==> config.mk <==
export PLATFORM = sky130hd
export DESIGN_NAME = key_debounce_report_encoder_pulser
export DESIGN_NICKNAME = d
export VERILOG_FILES = /design/src/sv/kdr_pkg.sv /design/src/sv/key_debounce_report_encoder_pulser.sv
export SDC_FILE = /design/constraint.sdc
export NUM_CORES = 1
export LEC_CHECK = 0
export ABC_CLOCK_PERIOD_IN_PS = 14700
export BUFFER_PORTS_ARGS = -buffer_cell sky130_fd_sc_hd__buf_2
export CORE_MARGIN = 2
export CORE_UTILIZATION = 60
export CTS_BUF_LIST = sky130_fd_sc_hd__clkbuf_8
export DETAILED_ROUTE_END_ITERATION = 10
export PLACE_DENSITY = 0.83
export REMOVE_ABC_BUFFERS = 1
export SKIP_CTS_REPAIR_TIMING = 1
export SKIP_LAST_GASP = 1
export SLEW_MARGIN = 20
export SYNTH_ARGS = -nofsm -noshare
export SYNTH_HDL_FRONTEND = slang
export SYNTH_SLANG_ARGS = --single-unit
==> constraint.sdc <==
create_clock -name i_clk -period 14.7 [get_ports i_clk]
set_input_delay 1.47 -clock i_clk [delete_from_list [all_inputs] [get_ports i_clk]]
set_output_delay 1.47 -clock i_clk [all_outputs]
set_load 0.05 [all_outputs]
==> src/sv/kdr_pkg.sv <==
`default_nettype none

package kdr_pkg;

    // Block sizing.
    localparam int KEY_COUNT    = 22;
    localparam int REPORT_SLOTS = 8;
    localparam int OUT_FIELDS   = 8;

    // Field and state widths.
    localparam int CONTACT_W  = 22;
    localparam int POS_W      = 16;
    localparam int SLOT_W     = 5;
    localparam int CNT_W      = 11;
    localparam int BAL_W      = 24;
    localparam int HOLD_W     = 15;
    localparam int THR_W      = 10;
    localparam int PHOLD_W    = 14;
    localparam int DIV_W      = 5;
    localparam int LIM_W      = 4;
    localparam int CFG_DATA_W = 14;
    localparam int CFG_IDX_W  = 2;

    // Derived widths.
    localparam int KEY_W      = (KEY_COUNT > 1) ? $clog2(KEY_COUNT) : 1;
    localparam int KEY_CW     = $clog2(KEY_COUNT + 1);
    localparam int SLOT_IDX_W = $clog2(OUT_FIELDS);
    localparam int FILL_W     = $clog2(OUT_FIELDS + 1);
    localparam int DELTA_W    = POS_W + 2;
    localparam int QUOT_W     = POS_W + 1;
    localparam int DCNT_W     = $clog2(POS_W + 1);

    // Encoder unwrap constants.
    localparam logic signed [DELTA_W-1:0] WRAP_LIMIT = DELTA_W'(65000);
    localparam logic signed [DELTA_W-1:0] WRAP_SPAN  = DELTA_W'(65536);

    // Encoder key codes.
    localparam logic [SLOT_W-1:0] CODE_DOWN = SLOT_W'(23);
    localparam logic [SLOT_W-1:0] CODE_UP   = SLOT_W'(24);

    // Register reset values.
    localparam logic [THR_W-1:0]   RST_THRESHOLD = THR_W'(10);
    localparam logic [PHOLD_W-1:0] RST_HOLD      = PHOLD_W'(200);
    localparam logic [DIV_W-1:0]   RST_DIVISOR   = DIV_W'(2);
    localparam logic [LIM_W-1:0]   RST_LIMIT     = LIM_W'(8);

    typedef enum logic [CFG_IDX_W-1:0] {
        CFG_THRESHOLD = 2'd0,
        CFG_HOLD      = 2'd1,
        CFG_DIVISOR   = 2'd2,
        CFG_LIMIT     = 2'd3
    } t_cfg_idx;

    typedef enum logic [2:0] {
        ST_IDLE,
        ST_SCAN,
        ST_ACC,
        ST_PULSE,
        ST_EMIT
    } t_state;

    typedef struct packed {
        logic [CONTACT_W-1:0] contact_bits;
        logic [POS_W-1:0]     encoder_position;
    } t_frame;

    typedef struct packed {
        logic [SLOT_W-1:0] slot_0;
        logic [SLOT_W-1:0] slot_1;
        logic [SLOT_W-1:0] slot_2;
        logic [SLOT_W-1:0] slot_3;
        logic [SLOT_W-1:0] slot_4;
        logic [SLOT_W-1:0] slot_5;
        logic [SLOT_W-1:0] slot_6;
        logic [SLOT_W-1:0] slot_7;
    } t_report;

endpackage

`default_nettype wire

==> src/sv/key_debounce_report_encoder_pulser.sv <==
// Keyboard matrix debounce scanner with an encoder key pulser.
// The input channel (i_in_valid / o_in_ready) takes one scan frame per item:
// the 22 contact bits and the current quadrature counter value. The output
// channel (o_out_valid / i_out_ready) returns one eight-slot key report per
// frame, in order. Configuration is a plain write port (i_cfg_we, i_cfg_idx,
// i_cfg_data) and must only be used while the block is idle.
// After acceptance a frame goes through a walk over the press-counter
// memory, which does one read-modify-write per key per cycle; the encoder
// divider runs alongside that walk. The block takes a new frame in the
// cycle after the previous report was loaded into the output register, so
// it does not start a frame before it is through with the last one.
// Reset clears all press counters (through per-key valid bits), the encoder
// position, balance and hold counter, and loads the register defaults.
// If the receiver stalls, the finished report waits in the output register;
// the next frame is still accepted and processed, and its report waits in
// the slot array until the output register frees up.
`default_nettype none

module key_debounce_report_encoder_pulser (
    input  wire                                 i_clk,
    input  wire                                 i_rst_n,
    input  wire                                 i_in_valid,
    output logic                                o_in_ready,
    input  wire kdr_pkg::t_frame                i_in,
    output logic                                o_out_valid,
    input  wire                                 i_out_ready,
    output kdr_pkg::t_report                    o_out,
    input  wire                                 i_cfg_we,
    input  wire [kdr_pkg::CFG_IDX_W-1:0]        i_cfg_idx,
    input  wire [kdr_pkg::CFG_DATA_W-1:0]       i_cfg_data
);
    import kdr_pkg::*;

    // Configuration registers.
    logic [THR_W-1:0]   r_thr;
    logic [PHOLD_W-1:0] r_phold;
    logic [DIV_W-1:0]   r_div;
    logic [LIM_W-1:0]   r_limit;

    // Sequencer.
    t_state r_state, n_state;
    logic   scan_act, acc_act, pulse_act, emit_act;

    // Captured frame.
    logic [CONTACT_W-1:0] r_contacts;
    logic                 r_move;
    logic [POS_W-1:0]     r_last;

    // Press-counter memory, its per-key valid bits and the read pipeline.
    logic [CNT_W-1:0] mem [KEY_COUNT];
    logic [KEY_COUNT-1:0] r_kvld;
    logic [KEY_CW-1:0]    r_raddr;
    logic [KEY_W-1:0]     raddr;
    logic                 rd_issue;
    logic                 r_rd_vld;
    logic                 r_rd_kv;
    logic [KEY_W-1:0]     r_rd_idx;
    logic [CNT_W-1:0]     r_rd_data;

    // Key processing for the entry coming out of the memory.
    logic [CNT_W-1:0]  cur_cnt, inc_cnt, wr_cnt;
    logic              closed, pressed;
    logic [KEY_W:0]    idx_p1;
    logic [SLOT_W-1:0] key_code;

    // Report being assembled.
    logic [SLOT_W-1:0] r_slots [OUT_FIELDS];
    logic [FILL_W-1:0] r_count;

    // Encoder divider.
    logic signed [DELTA_W-1:0] r_delta;
    logic signed [DELTA_W-1:0] unwrap;
    logic [DELTA_W-1:0]        mag;
    logic                      r_dload;
    logic [DCNT_W-1:0]         r_dcnt;
    logic [POS_W-1:0]          r_dq;
    logic [DIV_W-1:0]          r_rem;
    logic                      r_dneg;
    logic [DIV_W-1:0]          div_eff;
    logic [DIV_W:0]            shifted;
    logic                      q_bit;
    logic                      div_done;

    // Balance and pulser.
    logic signed [BAL_W-1:0]   r_bal;
    logic [HOLD_W-1:0]         r_hold;
    logic signed [QUOT_W-1:0]  quot;
    logic signed [BAL_W:0]     sum;
    logic [LIM_W-1:0]          eff_limit;

    // Output register.
    t_report r_out;
    logic    r_out_vld;
    logic    out_free;

    // ------------------------------------------------------------------
    // Sequencer: next state and decoded controls.
    // ------------------------------------------------------------------
    assign out_free = !r_out_vld || i_out_ready;
    assign div_done = !r_dload && (r_dcnt == '0);

    always_comb begin
        n_state = r_state;
        case (r_state)
            ST_IDLE: begin
                if (i_in_valid) begin
                    n_state = ST_SCAN;
                end
            end
            ST_SCAN: begin
                if (r_rd_vld && (r_rd_idx == KEY_W'(KEY_COUNT - 1))) begin
                    n_state = ST_ACC;
                end
            end
            ST_ACC: begin
                if (div_done) begin
                    n_state = ST_PULSE;
                end
            end
            ST_PULSE: begin
                n_state = ST_EMIT;
            end
            ST_EMIT: begin
                if (out_free) begin
                    n_state = ST_IDLE;
                end
            end
            default: begin
                n_state = ST_IDLE;
            end
        endcase
    end

    always_comb begin
        o_in_ready = 1'b0;
        scan_act   = 1'b0;
        acc_act    = 1'b0;
        pulse_act  = 1'b0;
        emit_act   = 1'b0;
        case (r_state)
            ST_IDLE:  o_in_ready = 1'b1;
            ST_SCAN:  scan_act   = 1'b1;
            ST_ACC:   acc_act    = div_done;
            ST_PULSE: pulse_act  = 1'b1;
            ST_EMIT:  emit_act   = out_free;
            default:  o_in_ready = 1'b0;
        endcase
    end

    // ------------------------------------------------------------------
    // Key walk. A read is issued for one key per cycle; in the cycle after,
    // the counter is updated and written back to the same entry. Each entry is
    // touched once per frame, so reads and writes never collide.
    // ------------------------------------------------------------------
    assign rd_issue = scan_act && (r_raddr < KEY_CW'(KEY_COUNT));
    assign raddr    = r_raddr[KEY_W-1:0];

    always_comb begin
        cur_cnt = r_rd_kv ? r_rd_data : '0;
        closed  = (32'(r_rd_idx) < CONTACT_W) && r_contacts[r_rd_idx];
        if (!closed) begin
            inc_cnt = '0;
        end else if (cur_cnt == '1) begin
            inc_cnt = cur_cnt;
        end else begin
            inc_cnt = cur_cnt + CNT_W'(1);
        end
        pressed  = inc_cnt > CNT_W'(r_thr);
        wr_cnt   = pressed ? (CNT_W'(r_thr) + CNT_W'(1)) : inc_cnt;
        idx_p1   = {1'b0, r_rd_idx} + (KEY_W + 1)'(1);
        key_code = SLOT_W'(idx_p1);
    end

    always_ff @(posedge i_clk) begin
        if (rd_issue) begin
            r_rd_data <= mem[raddr];
        end
        if (r_rd_vld) begin
            mem[r_rd_idx] <= wr_cnt;
        end
    end

    // ------------------------------------------------------------------
    // Encoder divider: restoring division of the unwrapped delta magnitude,
    // one quotient bit per cycle.
    // ------------------------------------------------------------------
    always_comb begin
        if (r_delta > WRAP_LIMIT) begin
            unwrap = r_delta - WRAP_SPAN;
        end else if (r_delta < -WRAP_LIMIT) begin
            unwrap = r_delta + WRAP_SPAN;
        end else begin
            unwrap = r_delta;
        end
        mag     = unwrap[DELTA_W-1] ? DELTA_W'(-unwrap) : DELTA_W'(unwrap);
        div_eff = (r_div == '0) ? DIV_W'(1) : r_div;
        shifted = {r_rem, r_dq[POS_W-1]};
        q_bit   = shifted >= {1'b0, div_eff};
    end

    always_ff @(posedge i_clk) begin
        if (r_dload) begin
            r_dq   <= mag[POS_W-1:0];
            r_rem  <= '0;
            r_dneg <= unwrap[DELTA_W-1];
        end else if (r_dcnt != '0) begin
            r_dq  <= {r_dq[POS_W-2:0], q_bit};
            r_rem <= q_bit ? DIV_W'(shifted - {1'b0, div_eff}) : shifted[DIV_W-1:0];
        end
    end

    // Signed quotient and saturating accumulate.
    always_comb begin
        quot = r_dneg ? -$signed({1'b0, r_dq}) : $signed({1'b0, r_dq});
        sum  = $signed({r_bal[BAL_W-1], r_bal})
             + $signed({{(BAL_W + 1 - QUOT_W){quot[QUOT_W-1]}}, quot});
        eff_limit = (r_limit > LIM_W'(REPORT_SLOTS)) ? LIM_W'(REPORT_SLOTS) : r_limit;
    end

    // ------------------------------------------------------------------
    // Control and state registers.
    // ------------------------------------------------------------------
    always_ff @(posedge i_clk) begin
        if (!i_rst_n) begin
            r_state   <= ST_IDLE;
            r_thr     <= RST_THRESHOLD;
            r_phold   <= RST_HOLD;
            r_div     <= RST_DIVISOR;
            r_limit   <= RST_LIMIT;
            r_kvld    <= '0;
            r_raddr   <= '0;
            r_rd_vld  <= 1'b0;
            r_count   <= '0;
            r_dload   <= 1'b0;
            r_dcnt    <= '0;
            r_move    <= 1'b0;
            r_last    <= '0;
            r_bal     <= '0;
            r_hold    <= '0;
            r_out_vld <= 1'b0;
        end else begin
            r_state  <= n_state;
            r_rd_vld <= rd_issue;

            if (i_cfg_we) begin
                case (t_cfg_idx'(i_cfg_idx))
                    CFG_THRESHOLD: r_thr   <= i_cfg_data[THR_W-1:0];
                    CFG_HOLD:      r_phold <= i_cfg_data[PHOLD_W-1:0];
                    CFG_DIVISOR:   r_div   <= i_cfg_data[DIV_W-1:0];
                    CFG_LIMIT:     r_limit <= i_cfg_data[LIM_W-1:0];
                    default:       r_thr   <= r_thr;
                endcase
            end

            if (o_in_ready && i_in_valid) begin
                r_raddr <= '0;
                r_count <= '0;
                r_dload <= 1'b1;
                r_move  <= i_in.encoder_position != r_last;
                r_last  <= i_in.encoder_position;
            end

            if (rd_issue) begin
                r_raddr <= r_raddr + KEY_CW'(1);
            end

            if (r_rd_vld) begin
                r_kvld[r_rd_idx] <= 1'b1;
                if (pressed && (r_count < FILL_W'(REPORT_SLOTS))) begin
                    r_count <= r_count + FILL_W'(1);
                end
            end

            if (r_dload) begin
                r_dload <= 1'b0;
                r_dcnt  <= DCNT_W'(POS_W);
            end else if (r_dcnt != '0) begin
                r_dcnt <= r_dcnt - DCNT_W'(1);
            end

            if (acc_act && r_move) begin
                if (sum > $signed((BAL_W + 1)'({1'b0, {(BAL_W - 1){1'b1}}}))) begin
                    r_bal <= {1'b0, {(BAL_W - 1){1'b1}}};
                end else if (sum < $signed({2'b11, {(BAL_W - 1){1'b0}}})) begin
                    r_bal <= {1'b1, {(BAL_W - 1){1'b0}}};
                end else begin
                    r_bal <= sum[BAL_W-1:0];
                end
            end

            // Pay out one unit of balance: key on for H frames, off for H
            // frames, then take the unit off the balance.
            if (pulse_act && (r_count < FILL_W'(eff_limit)) && (r_bal != '0)) begin
                if (r_hold < HOLD_W'(r_phold)) begin
                    r_hold  <= r_hold + HOLD_W'(1);
                    r_count <= r_count + FILL_W'(1);
                end else if (r_hold < {r_phold, 1'b0}) begin
                    r_hold <= r_hold + HOLD_W'(1);
                end else begin
                    r_hold <= '0;
                    r_bal  <= r_bal[BAL_W-1] ? r_bal + BAL_W'(1) : r_bal - BAL_W'(1);
                end
            end

            if (emit_act) begin
                r_out_vld <= 1'b1;
            end else if (i_out_ready) begin
                r_out_vld <= 1'b0;
            end
        end
    end

    // ------------------------------------------------------------------
    // Payload registers.
    // ------------------------------------------------------------------
    always_ff @(posedge i_clk) begin
        if (o_in_ready && i_in_valid) begin
            r_contacts <= i_in.contact_bits;
            r_delta    <= $signed(DELTA_W'(i_in.encoder_position)) - $signed(DELTA_W'(r_last));
            for (int s = 0; s < OUT_FIELDS; s++) begin
                r_slots[s] <= '0;
            end
        end

        if (rd_issue) begin
            r_rd_idx <= raddr;
            r_rd_kv  <= r_kvld[raddr];
        end

        if (r_rd_vld && pressed && (r_count < FILL_W'(REPORT_SLOTS))) begin
            r_slots[r_count[SLOT_IDX_W-1:0]] <= key_code;
        end

        if (pulse_act && (r_count < FILL_W'(eff_limit)) && (r_bal != '0)
                && (r_hold < HOLD_W'(r_phold))) begin
            r_slots[r_count[SLOT_IDX_W-1:0]] <= r_bal[BAL_W-1] ? CODE_DOWN : CODE_UP;
        end

        if (emit_act) begin
            r_out.slot_0 <= r_slots[0];
            r_out.slot_1 <= r_slots[1];
            r_out.slot_2 <= r_slots[2];
            r_out.slot_3 <= r_slots[3];
            r_out.slot_4 <= r_slots[4];
            r_out.slot_5 <= r_slots[5];
            r_out.slot_6 <= r_slots[6];
            r_out.slot_7 <= r_slots[7];
        end
    end

    assign o_out_valid = r_out_vld;
    assign o_out       = r_out;

    // ------------------------------------------------------------------
    // Assertions.
    // ------------------------------------------------------------------
    // The report never holds more keys than it has slots.
    a_count_bound: assert property (@(posedge i_clk) disable iff (!i_rst_n)
        r_count <= FILL_W'(REPORT_SLOTS))
        else $error("report fill count exceeds slot count");

    // The pulser only runs once the divider has finished.
    a_div_before_pulse: assert property (@(posedge i_clk) disable iff (!i_rst_n)
        (r_state == ST_PULSE) |-> div_done)
        else $error("pulser reached with divider still busy");

    // The hold counter only moves in the pulser step.
    a_hold_stable: assert property (@(posedge i_clk) disable iff (!i_rst_n)
        (r_state != ST_PULSE) |=> $stable(r_hold))
        else $error("hold counter changed outside the pulser step");

    // Memory read-backs only happen during the key walk.
    a_rd_in_scan: assert property (@(posedge i_clk) disable iff (!i_rst_n)
        r_rd_vld |-> (r_state == ST_SCAN))
        else $error("counter read-back outside the key walk");

endmodule

`default_nettype wire

# Yosys cells after proc, flatten, opt, wreduce, memory -nomap -nowiden
# Memory sizes are Yosys's and may differ from the RTL's. A register that Yosys moved wholly into a read port is not among the register bits.
# Cells that the tools add are included.
[totals] mem_count=2 reg_bits=199 ramBits=282 latchBits=0 romBits=0 wordCells=165 output_inout_bits=42
[mem_list] memory="mem" words=22 word_bits=11 read_ports=1 rd_ports_with_merged_regs=1 write_ports=1 line_no="key_debounce_report_encoder_pulser.sv:50" text="logic [CNT_W-1:0] mem [KEY_COUNT];"
[mem_list] memory="r_slots" words=8 word_bits=5 read_ports=8 rd_ports_with_merged_regs=8 write_ports=9 line_no="key_debounce_report_encoder_pulser.sv:67" text="logic [SLOT_W-1:0] r_slots [OUT_FIELDS];"
[classes] muxes=59 bitwise=3 n_shift=0 order_cmp=16 mul=0 n_eq_ne=14 n_div=0 n_reduce_logical=31 n_addsub=16
[op_table] op="two-way mux 24 bit" count=7
[op_table] op="two-way mux 16 bit" count=3
[op_table] op="two-way mux 11 bit" count=4
[op_table] op="two-way mux 18 bit" count=2
[op_table] op="two-way mux 5 bit" count=7
[op_table] op="two-way mux 15 bit" count=2
[op_table] op="two-way mux 4 bit" count=7
[op_table] op="adder 24 x 17 -> 25 bit" count=1
[op_table] op="> comparator 25 x 24 -> 1 bit, second input constant" count=1
[op_table] op="< comparator 25 x 24 -> 1 bit, second input constant" count=1
[op_table] op="adder 24 x 2 -> 24 bit, second input constant" count=1
[op_table] op="nonzero test 24 bit" count=1
[op_table] op="subtractor 24 x 2 -> 24 bit, second input constant" count=1
[op_table] op="bitwise OR 22 bit" count=1
[op_table] op="adder 18 bit, second input constant" count=1
[op_table] op="> comparator 18 x 17 -> 1 bit, second input constant" count=1
[op_table] op="< comparator 18 x 17 -> 1 bit, second input constant" count=1
[op_table] op="two-way mux 1 bit" count=18
[op_table] op="subtractor 18 bit, second input constant" count=1
[op_table] op="two-way mux 17 bit" count=1
[op_table] op="negation 16 -> 17 bit" count=1
[op_table] op="subtractor 16 x 16 -> 17 bit" count=1
[op_table] op="inequality test 16 bit" count=1
[op_table] op="negation 16 bit" count=1
[op_table] op="other kinds (42)" count=73

# Longest topological paths before layout
# Gate-level depths: netlist of run 1.
[depth] word_depth=10 mapped_depth=20 depth_no_buf=18

# Worst setup path before layout of run 1
# Ideal clock, no wire load.
[synth_path] path_kind="register to register" startpoint="register r_rd_kv" endpoint="memory mem[0][10] (data pin)" synth_period_minus_slack_ns=5.303 t_required_ns=14.243 setup_slack_ns=9.397 arrival_time_ns=4.846 setup_time_ns=0.457 stages_incl_launch_ff=19 cell_sequence="edfxtp_1 clkbuf_1 and2_1 ha_1 inv_1 or3_1 nor3_1 nand2_1 a21boi_0 ha_1 nor2b_1 o21a_1 o21a_1 o21ai_0 a221oi_1 a211oi_1 o22ai_2 buf_2 nor4b_1"
[synth_via] elab_chain_cells=6
[synth_rtl] element="start, declared" line_no="key_debounce_report_encoder_pulser.sv:56" text="logic r_rd_kv;"
[synth_rtl] element="start signal, assigned" line_no="key_debounce_report_encoder_pulser.sv:327" text="r_rd_kv <= r_kvld[raddr];"
[synth_rtl] element="two-way mux 11 bit (*)" line_no="key_debounce_report_encoder_pulser.sv:159" text="cur_cnt = r_rd_kv ? r_rd_data : '0;"
[synth_rtl] element="adder 11 x 1 -> 11 bit / == test 11 bit (equally long branches)" line_no="key_debounce_report_encoder_pulser.sv:166, key_debounce_report_encoder_pulser.sv:163"
[synth_rtl] element="two-way mux 11 bit (*)" line_no="key_debounce_report_encoder_pulser.sv:163" text="end else if (cur_cnt == '1) begin"
[synth_rtl] element="two-way mux 11 bit (*)" line_no="key_debounce_report_encoder_pulser.sv:161" text="if (!closed) begin"
[synth_rtl] element="> comparator 11 x 10 -> 1 bit" line_no="key_debounce_report_encoder_pulser.sv:168" text="pressed = inc_cnt > CNT_W'(r_thr);"
[synth_rtl] element="two-way mux 11 bit (*)" line_no="key_debounce_report_encoder_pulser.sv:169" text="wr_cnt = pressed ? (CNT_W'(r_thr) + CNT_W'(1)) : inc_cnt;"
[synth_rtl] element="net wr_cnt[10]" line_no="key_debounce_report_encoder_pulser.sv:61" text="logic [CNT_W-1:0] cur_cnt, inc_cnt, wr_cnt;"
[synth_rtl] element="end, declared" line_no="key_debounce_report_encoder_pulser.sv:50"
# Mark *: on every way through the listed nets, which the timed path passes. The rest lies on a longest branch.

==> results of run 1 <==
cells by family after synthesis:
family	Yosys count	share of synthesized area [%]
adders and majority gates	124	6.20
buffers and inverters	182	2.75
DFF	531	57.2
muxes	122	6.96
AOI/OAI and AO/OA	465	11.9
and+or+nand+nor	641	11.3
xor gates and xnor gates	107	3.67
power breakdown:
part	leakage, nW	internal [mW]	switching, mW
combinational	4.73	0.196	0.336
clock	0.965	0.649	0.591
sequential	4.74	1.74	0.0674
total	10.4	2.59	0.995
state kept, by name (all words and copies together) (netlist names), 4 cells and up:
signal / cells
mem: 242
o_out: 40
r_slots: 40
r_bal: 24
r_contacts: 22
r_kvld: 22
r_delta: 17
r_dq: 16
r_last: 16
r_hold: 15
r_phold: 14
r_rd_data: 11
r_thr: 10
r_dcnt: 5
r_div: 5
r_raddr: 5
r_rd_idx: 5
r_rem: 5
r_count: 4
r_limit: 4
critical path, delay by kind of cell, from the launching register on:
kind	cells	cell delay, ns
buffers and inverters	2	0.28
adders and majority gates	2	0.50
AOI/OAI and AO/OA	9	2.44
and+or+nand+nor	5	1.36
DFF	1	0.50
how the worst min path moves through the flow:
stage	start	to	slack, ns	cells after the start
CTS	r_slots[1][0]	o_out[30]	0.42	0
finish	r_slots[4][1]	o_out[16]	0.42	0
global route	r_slots[3][2]	o_out[22]	0.43	0
floorplan	r_slots[7][0]	o_out[0]	0.40	0
global placement	r_slots[2][1]	o_out[26]	0.41	0
detailed placement	r_slots[1][0]	o_out[30]	0.40	0
through the flow:
stage	power, mW	setup WS [ns]	std cells
global route	3.73	8.76	2916
global placement	2.34	9.48	2752
floorplan	2.20	9.32	2084
CTS	3.60	9.25	2912
detailed placement	2.36	9.27	2752
finish	3.58	9.25	2916
cells in the final DEF (no fill, tap or decap), types with 36 or more instances in the layout:
cell type and instances:
edfxtp_1 395, nor2_1 240, nand2_1 189, a21oi_1 147, dfxtp_1 133, ha_1 120
inv_1 119, buf_2 100, clkbuf_8 90, o21ai_0 87, mux2i_1 74, xnor2_1 71
mux4_2 44, nand3_1 39, xor2_1 36
area by class of cell:
cell class                      instances  share of cell area [%]
Sequential cell                       531                    51.5
Multi-Input combinational cell       1459                    36.3
Clock buffer                           90                    4.37
Timing Repair Buffer                  130                    2.61
Tap cell                              539                    2.38
Clock inverter                         70                    1.59
Inverter                               94                    1.25
Antenna cell                            3                  0.0265
per-layer routing:
metal	global-route usage (%)	part of all wire, %	up-vias
met1	35.5	41	8451
met4	10.5	3.4	0
met5	0	0	-
li1	-	-	8362
met3	5.29	7.6	141
met2	43.7	48	716
==> results.md, run 1 <==
* Core ar. at 41,900 um2
* Post-synth EDFFs at 395
* Max_cap viols at 0
* First-pass GRT wire length at 91.7 mm
* Share of layout cells above drive strength 1 at 14.4%
* Starting Density at between 60% and 70%
* Final Util at 67.5%
* Number of fill cells at 2,949
* Count of final setup violators at 0
* Via-per-instance ratio at ~6.1
* Largest net degree at the start of global routing at 83
* Total GRT Usage at 26.8%
* Pwr/cell area at about 130 nW/um2
* Die ar. at between 40,000 and 50,000 um2
* Final nets at 2,485
* Vias in the first global route at 17,300
* Worst clock skew at around 0.034 ns
* Critical Path AT at 5.74 ns
* Gp weighted congestion at 0.915
* Fin. max-slew vios at 0
* Die X at approximately 210 um
* CTS Buf Count at 86
* WP data required at about 15 ns
* DRC Markers at 0
* Min-Delay Path Class: flip-flop to flip-flop
* Worst-path fanout max at 26
* Status: completed
* Port bufs at 100
* Min Tclk post-route at 5.45 ns
* Drt initial violations at 1,731
* Final WL at 58.4 mm
* Crit. End Element: flip-flop
* Area after DPL at 26,600 um2
* Unrepaired setup endpoints after global routing: no
* Dominant synthesized flop cell: edfxtp_1
* Root Buffer Master: clkbuf_8
* Clk buf depth at 3
* WS Path Type: flip-flop to flip-flop
* Cell with the most instances after synthesis: edfxtp_1
* Final period util at 37.1%
* Clock tree sinks at 531
* Worst r2r path cells at 18
* Maximum vdd ir drop at 0.000107 V
* FF-to-FF End: r_slots[6][0]
* CTS tree: yes
* Reg-to-reg slack, setup at 9.25 ns
* Critical Path Sink: r_slots[6][0]
* Cell Rows at 75
* Final antenna-violating net count at 0
* DPL Wire Length at ~40 mm
* FF+latch area at 14,600 um2
* Worst Setup SP: r_rd_kv
* Clock latency on the worst-skew pair at 0.67 ns
* #FFs+latches synth at 531
* Asr flop ratio synth at 0%
* P_leak at ~10 nW
* Crit path largest cell delay at 0.74 ns
* Initial antenna violation count at 3
* Area grow syn2layout at 11.1%
* Post-synthesis sequential area ratio at 57.2%
* Syn Inst Count at 2,172
* # IOs at slightly above 100
* Final Cell Area at between 20,000 and 30,000 um2
* Final Hold Fails at 0
* Vias post-DR at 17,700
* # H-tree levels at 3
* Synthesized area at 25,500 um2
* Rel. slew slack at between 20% and 30%
* Area fraction of the dominant cell type after synthesis at 46.5%
* WL per Instance at between 20 and 25 um
* Worst-margin pin slew at 1.14 ns
* R2R Path Start: r_rd_kv
* Reg clk slew, reported paths at approximately 0.07 ns
* GRT overflow at 0
* Area of the multi-input gates at 10,300 um2
* Crit start category: flip-flop
* Cell Chain, Critical Path: and2_1 > ha_1 > inv_1 > or3_1 > nor3_1 > nand2_1 > a21boi_0 > ha_1 > nor2b_1 > o21a_1 > o21a_1 > o21ai_0 > a221oi_1 > a211oi_1 > o22ai_2 > buf_4 > a21oi_2 > o21ai_0
* Area contributors post-synth: edfxtp_1 47%, dfxtp_1 11%, ha_1 5.9%, mux4_2 3.9%, nor2_1 3.7%
* Area leader, netlist: edfxtp_1
* Final setup TNS at 0 ns
* Synth warnings at 0
* Max Clock Freq at 0.183 GHz
* Min Hold Slack at 0.420 ns
* Most frequent cells after synthesis: 395 x edfxtp_1, 250 x nor2_1, 189 x nand2_1
* Avg Cell Area, Syn at 11.7 um2
* Synth cell types at 75
* First-pass iteration count of the detailed router at 6
* Worst path slowest cell: a21oi_2
* Die H at 210 um
Power figures use the tool's default switching activity.
==> inputs of run 2 (changes only) <==
Settings changed: ABC_CLOCK_PERIOD_IN_PS 14700 to 5300.
Clock period 14.7 ns to 5.3 ns, I/O delays scaled along.
==> results.md, run 2 (synthesis results as in run 1) <==
* Pwr/cell area at 346 nW/um2 (+170%)
* Max_cap viols at 0 (unchanged)
* Top reg by flops: mem
* Hold Path Depth at 1 (+1)
* Count of final setup violators at 0 (unchanged)
* Number of fill cells at 2,944 (-0.17%)
* Vias post-DR at 17,800 (+1.0%)
* # H-tree levels at 3 (unchanged)
* Final Util at 67.5% (about the same)
* FF-to-FF End: mem[19][0]
* Drt initial violations at 2,002 (+16%)
* Core ar. at 41,900 um2 (unchanged)
* Final WL at 59.9 mm (+2.4%)
* Critical path depth at 16 (-2)
* Clk buf depth at 3 (unchanged)
* Max FFs per register at 242 (unchanged)
* Via-per-instance ratio at 6.13 (+1.1%)
* First-pass iteration count of the detailed router at 5 (-1)
* Worst-margin pin slew at 1.17 ns (+0.0241 ns)
* Critical Path AT at 5.17 ns (-0.57 ns)
* CTS tree: yes
* Final setup TNS at 0 ns (unchanged)
* Max Clock Freq at 0.204 GHz (+11%)
* Reg clk slew, reported paths at 0.06 ns (about the same)
* Largest net degree at the start of global routing at 83 (unchanged)
* Maximum vdd ir drop at 0.000300 V (+180%)
* Final Cell Area at 28,300 um2 (about the same)
* Clock tree sinks at 531 (unchanged)
* Area after DPL at 26,600 um2 (+0.23%)
* Cell Rows at 75 (unchanged)
* Area grow syn2layout at 11.1% (about the same)
* DPL Wire Length at 40.0 mm (+1.0%)
* Family with the most delay on the worst path: compound AO/OA/AOI/OAI gates
* Status: completed
* Rel. slew slack at 22.2% (-1.7 points)
* WP data required at 5.58 ns (-9.41 ns)
* R2R Path Start: r_rd_kv
* Worst r2r path cells at 16 (-2)
* First-pass GRT wire length at 93.8 mm (+2.3%)
* Hold path startpoint: i_in[19]
* Root Buffer Master: clkbuf_8
* Diode count at 0 (-3)
* Crit. End Element: flip-flop
* Worst Path Buf+Inv at 1 (-1)
* Unrepaired setup endpoints after global routing: no
* Worst path slowest cell: mux2i_2
* WS Path Type: flip-flop to flip-flop
* DRC Markers at 0 (unchanged)
* Crit start category: flip-flop
* Commonest non-fill, non-tap cell in the layout: edfxtp_1
* Crit path largest cell delay at 0.89 ns (+0.15 ns)
* Non-Filler Instances at 2,912 (-0.14%)
* Final Hold Fails at 0 (unchanged)
* # placed instances at 2,754 (+0.073%)
* Setup WS pre-CTS at 0.260 ns (-9.01 ns)
* Share of layout cells above drive strength 1 at 14.6% (+0.22 points)
* Starting Density at 60.8% (unchanged)
* Worst clock skew at 0.0398 ns (+0.00551 ns)
* Final nets at 2,486 (+0.040%)
* Final period util at 92.3% (+55 points)
* P_leak at 10.4 nW (about the same)
* Total GRT Usage at 27.4% (+0.70 points)
* Hold EP: r_contacts[3]
* Clock latency on the worst-skew pair at 0.66 ns (about the same)
* # IOs at 101 (unchanged)
* Worst-path fanout max at 22 (-15%)
* Cell Chain, Critical Path: and2_1 > ha_1 > inv_1 > or3_1 > nor3_2 > nand2_1 > a21boi_0 > ha_1 > nor2b_1 > o21a_1 > o21a_1 > o21ai_0 > a221oi_1 > a211oi_1 > o22ai_2 > mux2i_2
* Die H at 210 um (unchanged)
* Min-Delay Path Class: primary input to flip-flop
* CTS Buf Count at 85 (-1.2%)
* Gp weighted congestion at 0.896 (-2.1%)
* Vias in the first global route at 17,400 (+0.38%)
* Die ar. at 44,200 um2 (unchanged)
* Reg-to-reg slack, setup at 0.41 ns (-8.84 ns)
* Fin. max-slew vios at 0 (unchanged)
* Setup ws final at 0.408 ns (-8.84 ns)
* Initial antenna violation count at 1 (-2)
* Port bufs at 100 (unchanged)
* Final antenna-violating net count at 0 (unchanged)
* Min Tclk post-route at 4.89 ns (-0.561 ns)
* WL per Instance at 20.6 um (+2.6%)
* Commonest cells after routing, fill and taps aside: 395 x edfxtp_1, 233 x nor2_1, 189 x nand2_1, 146 x a21oi_1, 132 x dfxtp_1
* Die X at 210 um (unchanged)
* GRT overflow at 0 (unchanged)
[run 2: cell count changes in the layout (fill, tap and decap cells not counted), moves of 2 or more]
| cell | delta |
|---|---|
| o21ai_0 | -8 |
| o21ai_1 | +8 |
| clkinv_2 | -7 |
| inv_1 | +7 |
| nor2_1 | -7 |
| nor2_2 | +7 |
| clkbuf_8 | +3 |
| diode_2 | -3 |
| bufinv_16 | -2 |
| clkinv_1 | -2 |
[run 2: cell type report]
type | instances | area, um2 | share of cell area, %
clock buffer | 93 | 1280 | 4.52
clock inverter | 64 | 350 | 1.24
inverter | 94 | 354 | 1.25
multi-input combinational | 1459 | 10300 | 36.4
sequential | 531 | 14600 | 51.5
tap | 539 | 674 | 2.38
timing repair buffer | 132 | 766 | 2.70
[run 2: worst max-delay path by stage]
stage | start | end | slack, ns
floorplan | r_raddr[0] | r_rd_kv | -0.08
global placement | r_rd_kv | mem[18][5] | 0.29
detailed placement | r_rd_kv | r_slots[1][1] | 0.26
CTS | r_rd_kv | r_slots[1][4] | 0.23
global route | r_rd_kv | r_slots[6][4] | 0.003
finish | r_rd_kv | mem[19][0] | 0.41
[run 2: stage by stage]
step | hold slack [ns] | total power [mW]
floorplan | 0.400 | 6.10
global placement | 0.405 | 6.46
detailed placement | 0.406 | 6.54
CTS | 0.0390 | 9.85
global route | 0.0426 | 10.2
finish | 0.0722 | 9.81
[run 2: layer usage]
metal | vias to the layer above | wire, um | track usage (%)
li1 | 8351 | - | -
met1 | 8506 | 23400 | 34.9
met2 | 825 | 29400 | 46.9
met3 | 164 | 4810 | 5.17
met4 | 2 | 2180 | 10.6
met5 | - | 13 | 0
[run 2: power breakdown]
| part | internal (mW) | switching (mW) | leakage, nW |
|---|---|---|---|
| registers | 4.83 | 0.199 | 4.74 |
| logic | 0.551 | 0.899 | 4.73 |
| clock network | 1.73 | 1.60 | 0.958 |
| total | 7.11 | 2.70 | 10.4 |
